===== src/hw/rtl/pisl_pkg.sv =====
// shared types and constants for the incremental pi speed loop
package pisl_pkg;

    localparam int GAIN_W  = 16;
    localparam int LIMIT_W = 15;
    localparam int DRIVE_W = 16;
    localparam int CFG_W   = 16;
    localparam int INDEX_W = 2;

    localparam logic [INDEX_W-1:0] REG_PROP_GAIN   = 2'd0;
    localparam logic [INDEX_W-1:0] REG_INTEG_GAIN  = 2'd1;
    localparam logic [INDEX_W-1:0] REG_DRIVE_LIMIT = 2'd2;

    localparam logic [LIMIT_W-1:0] LIMIT_RESET = 15'h7fff;

    // sign of the error, carried alongside the products
    typedef struct packed {
        logic pos;
        logic neg;
    } pisl_dir_t;

endpackage


===== src/hw/rtl/pisl_prod.sv =====
// error, error change and both gain products, registered
module pisl_prod #(
    parameter int SPEED_WIDTH = 16,
    parameter int PP_W        = 35,
    parameter int PI_W        = 34
) (
    input  logic                            aclk,
    input  logic                            aresetn,
    input  logic                            s_valid,
    output logic                            s_ready,
    input  logic signed [SPEED_WIDTH-1:0]   s_target_speed,
    input  logic signed [SPEED_WIDTH-1:0]   s_measured_speed,
    input  logic [pisl_pkg::GAIN_W-1:0]     prop_gain,
    input  logic [pisl_pkg::GAIN_W-1:0]     integ_gain,
    input  logic                            dn_ready,
    output logic                            dn_valid,
    output logic signed [PP_W-1:0]          prod_p,
    output logic signed [PI_W-1:0]          prod_i,
    output pisl_pkg::pisl_dir_t             dir
);

    localparam int ERR_W  = SPEED_WIDTH + 1;
    localparam int DERR_W = SPEED_WIDTH + 2;

    logic                      valid_reg, valid_next;
    logic signed [ERR_W-1:0]   prev_err_reg;
    logic signed [PP_W-1:0]    prod_p_reg, prod_p_next;
    logic signed [PI_W-1:0]    prod_i_reg, prod_i_next;
    pisl_pkg::pisl_dir_t       dir_reg, dir_next;

    logic                      in_fire;
    logic signed [ERR_W-1:0]   err;
    logic signed [DERR_W-1:0]  derr;
    logic signed [pisl_pkg::GAIN_W:0] kp_s, ki_s;

    assign s_ready = !valid_reg || dn_ready;
    assign in_fire = s_valid && s_ready;

    always_comb begin
        err  = ERR_W'(s_target_speed) - ERR_W'(s_measured_speed);
        derr = DERR_W'(err) - DERR_W'(prev_err_reg);
        kp_s = {1'b0, prop_gain};
        ki_s = {1'b0, integ_gain};
        prod_p_next  = kp_s * derr;
        prod_i_next  = ki_s * err;
        dir_next.pos = !err[ERR_W-1] && (err != '0);
        dir_next.neg = err[ERR_W-1];
        if (in_fire) begin
            valid_next = 1'b1;
        end else if (dn_ready) begin
            valid_next = 1'b0;
        end else begin
            valid_next = valid_reg;
        end
    end

    always_ff @(posedge aclk) begin
        if (!aresetn) begin
            valid_reg    <= 1'b0;
            prev_err_reg <= '0;
        end else begin
            valid_reg <= valid_next;
            if (in_fire) begin
                prev_err_reg <= err;
            end
        end
    end

    always_ff @(posedge aclk) begin
        if (in_fire) begin
            prod_p_reg <= prod_p_next;
            prod_i_reg <= prod_i_next;
            dir_reg    <= dir_next;
        end
    end

    assign dn_valid = valid_reg;
    assign prod_p   = prod_p_reg;
    assign prod_i   = prod_i_reg;
    assign dir      = dir_reg;

endmodule


===== src/hw/rtl/pisl_accum.sv =====
// accumulator update with conditional integration, clamp and result register
module pisl_accum #(
    parameter int FRACTION_BITS = 8,
    parameter int PP_W          = 35,
    parameter int PI_W          = 34
) (
    input  logic                              aclk,
    input  logic                              aresetn,
    input  logic                              up_valid,
    output logic                              up_ready,
    input  logic signed [PP_W-1:0]            prod_p,
    input  logic signed [PI_W-1:0]            prod_i,
    input  pisl_pkg::pisl_dir_t               dir,
    input  logic [pisl_pkg::LIMIT_W-1:0]      drive_limit,
    output logic                              m_valid,
    input  logic                              m_ready,
    output logic signed [pisl_pkg::DRIVE_W-1:0] m_drive,
    output logic                              m_integral_held,
    output logic                              m_saturated
);

    localparam int ACC_W  = pisl_pkg::LIMIT_W + FRACTION_BITS + 1;
    localparam int BIG_W  = (PP_W > ACC_W) ? PP_W : ACC_W;
    localparam int SUM_W  = BIG_W + 2;
    localparam logic [ACC_W-1:0] BIAS = ACC_W'((64'd1 << FRACTION_BITS) - 64'd1);

    logic                          valid_reg, valid_next;
    logic signed [ACC_W-1:0]       acc_reg, acc_next;
    logic signed [pisl_pkg::DRIVE_W-1:0] drive_reg, drive_next;
    logic                          held_reg, held_next;
    logic                          sat_reg, sat_next;

    logic                          load, step;
    logic signed [ACC_W-1:0]       lim, neg_lim, acc_adj;
    logic signed [SUM_W-1:0]       sum, integ_term;

    assign load     = !valid_reg || m_ready;
    assign step     = load && up_valid;
    assign up_ready = load;

    always_comb begin
        lim     = {1'b0, drive_limit, {FRACTION_BITS{1'b0}}};
        neg_lim = -lim;
        // integral term is dropped when already at a limit and the error pushes outward
        held_next = (acc_reg >= lim && dir.pos) || (acc_reg <= neg_lim && dir.neg);
        integ_term = held_next ? '0 : SUM_W'(prod_i);
        sum = SUM_W'(acc_reg) + SUM_W'(prod_p) + integ_term;
        sat_next = 1'b1;
        if (sum > SUM_W'(lim)) begin
            acc_next = lim;
        end else if (sum < SUM_W'(neg_lim)) begin
            acc_next = neg_lim;
        end else begin
            acc_next = sum[ACC_W-1:0];
            sat_next = 1'b0;
        end
        // truncate toward zero
        acc_adj    = acc_next[ACC_W-1] ? (acc_next + BIAS) : acc_next;
        drive_next = acc_adj[ACC_W-1:FRACTION_BITS];
        valid_next = load ? up_valid : valid_reg;
    end

    always_ff @(posedge aclk) begin
        if (!aresetn) begin
            valid_reg <= 1'b0;
            acc_reg   <= '0;
        end else begin
            valid_reg <= valid_next;
            if (step) begin
                acc_reg <= acc_next;
            end
        end
    end

    always_ff @(posedge aclk) begin
        if (step) begin
            drive_reg <= drive_next;
            held_reg  <= held_next;
            sat_reg   <= sat_next;
        end
    end

    assign m_valid         = valid_reg;
    assign m_drive         = drive_reg;
    assign m_integral_held = held_reg;
    assign m_saturated     = sat_reg;

endmodule


===== src/hw/rtl/incremental_pi_speed_loop_antiwindup.sv =====
// Incremental PI wheel-speed regulator with conditional-integration anti-windup.
//
// Input channel (s_valid/s_ready) carries one beat per control tick: target and
// measured speed in whole encoder counts. Result channel (m_valid/m_ready) returns
// one beat per input beat: the drive value, an integral-held flag and a clamp flag.
// The user is to write gains and the drive limit via cfg_wr_en/cfg_index/cfg_wdata
// only while the block is idle, not enforced here; an unknown index is ignored.
//
// From input acceptance, a beat passes through one register stage for the error and
// both gain products, then the accumulator update, clamp and result register. A
// new beat is accepted every cycle while neither stage is stalled; the
// accumulator feedback closes in the second stage, which sets the rate.
//
// Reset clears gains to zero, the limit to full scale, the previous error and the
// accumulator to zero, and empties both stages. When the receiver stalls, the
// result register holds its beat and the product stage keeps one more; after
// that s_ready drops until m_ready returns.
module incremental_pi_speed_loop_antiwindup #(
    parameter int FRACTION_BITS = 8,
    parameter int SPEED_WIDTH   = 16
) (
    input  logic                                aclk,
    input  logic                                aresetn,
    input  logic                                cfg_wr_en,
    input  logic [pisl_pkg::INDEX_W-1:0]        cfg_index,
    input  logic [pisl_pkg::CFG_W-1:0]          cfg_wdata,
    input  logic                                s_valid,
    output logic                                s_ready,
    input  logic signed [SPEED_WIDTH-1:0]       s_target_speed,
    input  logic signed [SPEED_WIDTH-1:0]       s_measured_speed,
    output logic                                m_valid,
    input  logic                                m_ready,
    output logic signed [pisl_pkg::DRIVE_W-1:0] m_drive,
    output logic                                m_integral_held,
    output logic                                m_saturated
);

    localparam int PP_W = pisl_pkg::GAIN_W + 1 + SPEED_WIDTH + 2;
    localparam int PI_W = pisl_pkg::GAIN_W + 1 + SPEED_WIDTH + 1;

    logic [pisl_pkg::GAIN_W-1:0]  prop_gain_reg;
    logic [pisl_pkg::GAIN_W-1:0]  integ_gain_reg;
    logic [pisl_pkg::LIMIT_W-1:0] drive_limit_reg;

    logic                         mid_valid, mid_ready;
    logic signed [PP_W-1:0]       prod_p;
    logic signed [PI_W-1:0]       prod_i;
    pisl_pkg::pisl_dir_t          dir;

    always_ff @(posedge aclk) begin
        if (!aresetn) begin
            prop_gain_reg   <= '0;
            integ_gain_reg  <= '0;
            drive_limit_reg <= pisl_pkg::LIMIT_RESET;
        end else if (cfg_wr_en) begin
            case (cfg_index)
                pisl_pkg::REG_PROP_GAIN: begin
                    prop_gain_reg <= cfg_wdata;
                end
                pisl_pkg::REG_INTEG_GAIN: begin
                    integ_gain_reg <= cfg_wdata;
                end
                pisl_pkg::REG_DRIVE_LIMIT: begin
                    drive_limit_reg <= cfg_wdata[pisl_pkg::LIMIT_W-1:0];
                end
                default: begin
                end
            endcase
        end
    end

    pisl_prod #(
        .SPEED_WIDTH (SPEED_WIDTH),
        .PP_W        (PP_W),
        .PI_W        (PI_W)
    ) u_prod (
        .aclk             (aclk),
        .aresetn          (aresetn),
        .s_valid          (s_valid),
        .s_ready          (s_ready),
        .s_target_speed   (s_target_speed),
        .s_measured_speed (s_measured_speed),
        .prop_gain        (prop_gain_reg),
        .integ_gain       (integ_gain_reg),
        .dn_ready         (mid_ready),
        .dn_valid         (mid_valid),
        .prod_p           (prod_p),
        .prod_i           (prod_i),
        .dir              (dir)
    );

    pisl_accum #(
        .FRACTION_BITS (FRACTION_BITS),
        .PP_W          (PP_W),
        .PI_W          (PI_W)
    ) u_accum (
        .aclk            (aclk),
        .aresetn         (aresetn),
        .up_valid        (mid_valid),
        .up_ready        (mid_ready),
        .prod_p          (prod_p),
        .prod_i          (prod_i),
        .dir             (dir),
        .drive_limit     (drive_limit_reg),
        .m_valid         (m_valid),
        .m_ready         (m_ready),
        .m_drive         (m_drive),
        .m_integral_held (m_integral_held),
        .m_saturated     (m_saturated)
    );

endmodule

===== config.mk =====
export PLATFORM = sky130hd
export DESIGN_NAME = incremental_pi_speed_loop_antiwindup
export DESIGN_NICKNAME = d
export VERILOG_FILES = /design/src/hw/rtl/pisl_pkg.sv /design/src/hw/rtl/pisl_prod.sv /design/src/hw/rtl/pisl_accum.sv /design/src/hw/rtl/incremental_pi_speed_loop_antiwindup.sv
export SDC_FILE = /design/constraint.sdc
export NUM_CORES = 2
export LEC_CHECK = 0
export BUFFER_PORTS_ARGS = -buffer_cell sky130_fd_sc_hd__buf_4
export CAP_MARGIN = 5
export CORE_ASPECT_RATIO = 0.6
export CORE_UTILIZATION = 46
export DETAILED_ROUTE_END_ITERATION = 10
export MAX_ROUTING_LAYER = met4
export PLACE_DENSITY = 0.59
export SYNTH_ARGS = -nofsm -noshare
export SYNTH_HDL_FRONTEND = slang
export SYNTH_SLANG_ARGS = --single-unit
export TNS_END_PERCENT = 30

===== constraint.sdc =====
create_clock -name aclk -period 13.6 [get_ports aclk]
set_clock_uncertainty 0.15 [all_clocks]
set_input_delay 0.68 -clock aclk [delete_from_list [all_inputs] [get_ports aclk]]
set_output_delay 0.68 -clock aclk [all_outputs]
set_load 0.02 [all_outputs]

==> flow_metrics.env <==
export IMPL_status="finished clean"
export IMPL_synth_top_family_by_area="adder cells"
export IMPL_fin_crit_ns=12.68
export IMPL_die_h_um=213
export IMPL_syn_num_nets=4841
export IMPL_async_flop_share=0
export IMPL_synth_xor_area_frac=0.0417
export IMPL_whs_ns=0.278
export IMPL_slowest_stage="a31oi_2"
export IMPL_clkPwrFrac=0.078
export IMPL_die_x_um=353
export IMPL_area_delta_synth_final_pct=6.98
export IMPL_cp_arrival_ns=12.74
export IMPL_via_per_inst=5.42
export IMPL_gr_total_overflow=0
export IMPL_cts_clk_slew_worst_paths_ns=0.09
export IMPL_synth_warnings=0
export IMPL_synth_seq_area_share=0.132
export IMPL_rsz0062_at_grt="no"
export IMPL_cts_max_level=4
export IMPL_cts_root_buf="clkbuf_16"
export IMPL_max_vdd_ir_drop_uv=173
export IMPL_setup_tns_ns=0
export IMPL_port_buffers=74
export IMPL_finalCritPeriodShare=0.933
export IMPL_setup_viol=0
export IMPL_initialDrtViolationCount=2378
export IMPL_dp_final_hpwl_um=77100
export IMPL_syn_area_sq_mm=0.0340
export IMPL_synth_compound_area_frac=0.109
export IMPL_final_cell_mix="657 x inv_1, 525 x nand2_1, 506 x fa_1"
export IMPL_largest_reg_flops=35
export IMPL_crit_required_ns=13.66
export IMPL_num_rows=76
export IMPL_syn_avg_cell_area_sq_um=8.75
export IMPL_hold_viol_final=0
export IMPL_slew_headroom=0.234
export IMPL_yosys_mux_area_fraction=0.00188
export IMPL_grt_start_max_net_pins=69
export IMPL_start_kind="flop"
export IMPL_yosysTopAreaCell="fa_1"
export IMPL_p_switching_uw=3890
export IMPL_antenna_found_initial=1
export IMPL_insertion_delay_ns=0.47
export IMPL_dieArea_sq_mm=0.0750
export IMPL_wirelength_um=93000
export IMPL_layout_drive_gt1_share=0.0594
export IMPL_synth_cell_types=81
export IMPL_wl_per_cell_um=19.1
export IMPL_drcViolationCount=0
export IMPL_num_io_pins=75
export IMPL_finalMaxSlewViolations=0
export IMPL_vias=26400
export IMPL_synthAdderAreaFrac=0.443
export IMPL_grt_pass1_wl_um=151000
export IMPL_maxCapViolCount=0
export IMPL_end_kind="flop"
export IMPL_place_congestion=1.09
export IMPL_syn_inst=3885
export IMPL_cts_hold_buf=0
export IMPL_synth_area_leaders="fa_1 30%, ha_1 15%, edfxtp_1 7.9%, inv_1 7.3%, nand2_1 5.8%"
export IMPL_netSwitchingFraction=0.563
export IMPL_critPathMaxStageDelay_ns=0.64
export IMPL_grt_pass1_vias=26100
export IMPL_core_area_sq_mm=0.0725
export IMPL_cts_made_buffers=17
export IMPL_synth_edf_count=89
export IMPL_crit_top_cell="a21oi_1"
export IMPL_synth_ff_type="dfxtp_1"
export IMPL_p_leak_uw=0.0172
export IMPL_worst_slew_pin_slew_ns=1.14
export IMPL_synth_simple_area_share=0.182
export IMPL_max_freq_mhz=78.8
export IMPL_fin_nets=4847
export IMPL_yosys_register_bits=179
export IMPL_crit_path_max_fanout=23
export IMPL_initial_core_util=0.469
export IMPL_final_common_cell="inv_1"
export IMPL_cts_sinks=179
export IMPL_drt_pass1_iter_count=6
export IMPL_power_density_mw_per_mm2=190
export IMPL_cts_buffer_depth=2
export IMPL_synth_top_area_share=0.298
export IMPL_track_usage=0.268
export IMPL_postCtsSetupBuffers=0
export IMPL_worstSetupPathType="flop to flop"
export IMPL_p_seq_frac=0.125
export IMPL_intPower_uw=3020
export IMPL_ant_nets=0
export IMPL_cts_tree="yes"
export IMPL_hold_path_class="input port to flop"
export IMPL_cts_resized=0
export IMPL_p_comb_frac=0.798
[routing by layer]
| layer | part of all wire | track usage |
|---|---|---|
| met1 | 0.51 | 0.417 |
| met2 | 0.39 | 0.361 |
| met3 | 0.080 | 0.0439 |
| met4 | 0.017 | 0.0463 |
| met5 | 0 | - |
[layout make-up]
type | count | area, sq um
Clock inverter | 15 | 198
Tap cell | 975 | 1220
Multi-Input combinational cell | 2901 | 26600
Sequential cell | 179 | 4470
Antenna cell | 1 | 2.50
Timing Repair Buffer | 132 | 988
Inverter | 660 | 2480
Clock buffer | 17 | 425
Fill cell | 6995 | 36100
[power by group through the flow]
stage	clock (uW)	sequential, uW	combinational [uW]
after CTS	547	864	5360
after detailed placement	0	875	5320
after global placement	0	877	5310
final	538	861	5510
after floorplan	0	848	3770
after global routing	566	875	6070
[cell usage after synthesis, types with 17 or more instances]
library cell / count
inv_1: 657
nand2_1: 525
fa_1: 506
ha_1: 395
and2_1: 280
a21oi_1: 197
nor2_1: 139
clkbuf_1: 127
xnor2_1: 121
o21ai_0: 115
dfxtp_1: 90
edfxtp_1: 89
nor2b_1: 58
a21o_1: 52
nand3_1: 44
nor3_1: 44
xor2_1: 41
o21a_1: 39
a211oi_1: 29
o211ai_1: 25
nand2b_1: 23
nand4_1: 22
or3_1: 22
o21bai_1: 18
or2_2: 18
a31oi_1: 17
[worst max-delay path, delay by kind of cell, from the launching register on]
family | cells | cell delay (ns)
fa+ha+maj | 3 | 0.71
compound gates | 22 | 6.39
xor+xnor | 1 | 0.22
buf+inv | 3 | 0.83
flops | 1 | 0.35
simple gates | 13 | 3.75
[final timing paths]
check / startpoint / end / slack [ns] / cells past startpoint
setup / recovery: drive_limit_reg[2] / u_accum.m_drive[15] / 0.92 / 42
hold / removal: s_valid / u_prod.dn_valid / 0.28 / 3
setup reg to reg: drive_limit_reg[2] / u_accum.m_drive[15] / 0.92 / 42
hold reg to reg: u_prod.prev_err_reg[10] / u_prod.prev_err_reg[10] / 0.31 / 2
[logic make-up (layout without fill, tap and decap cells)]
| family | after synthesis | in the layout |
|---|---|---|
| buf+inv | 805 | 824 |
| xor+xnor | 162 | 162 |
| compound gates | 582 | 582 |
| fa+ha+maj | 901 | 901 |
| flops | 179 | 179 |
| mux | 6 | 6 |
| other cells | 0 | 1 |
| simple gates | 1250 | 1250 |
[through the flow]
stage          power, uW  cells   util  instance area (sq um)  worst slack, ns
2_1_floorplan       4620   3885      -                  34000             2.66
3_3_place_gp        6180   4846  0.493                  35700             1.02
3_5_place_dp        6190   4847  0.493                  35700             1.10
4_1_cts             6770   4879  0.502                  36400             1.35
5_1_grt             7510   4880  0.502                  36400           0.0655
6_report            6910   4880  0.502                  36400            0.916
Note: power is estimated with default switching activity, not from simulation.
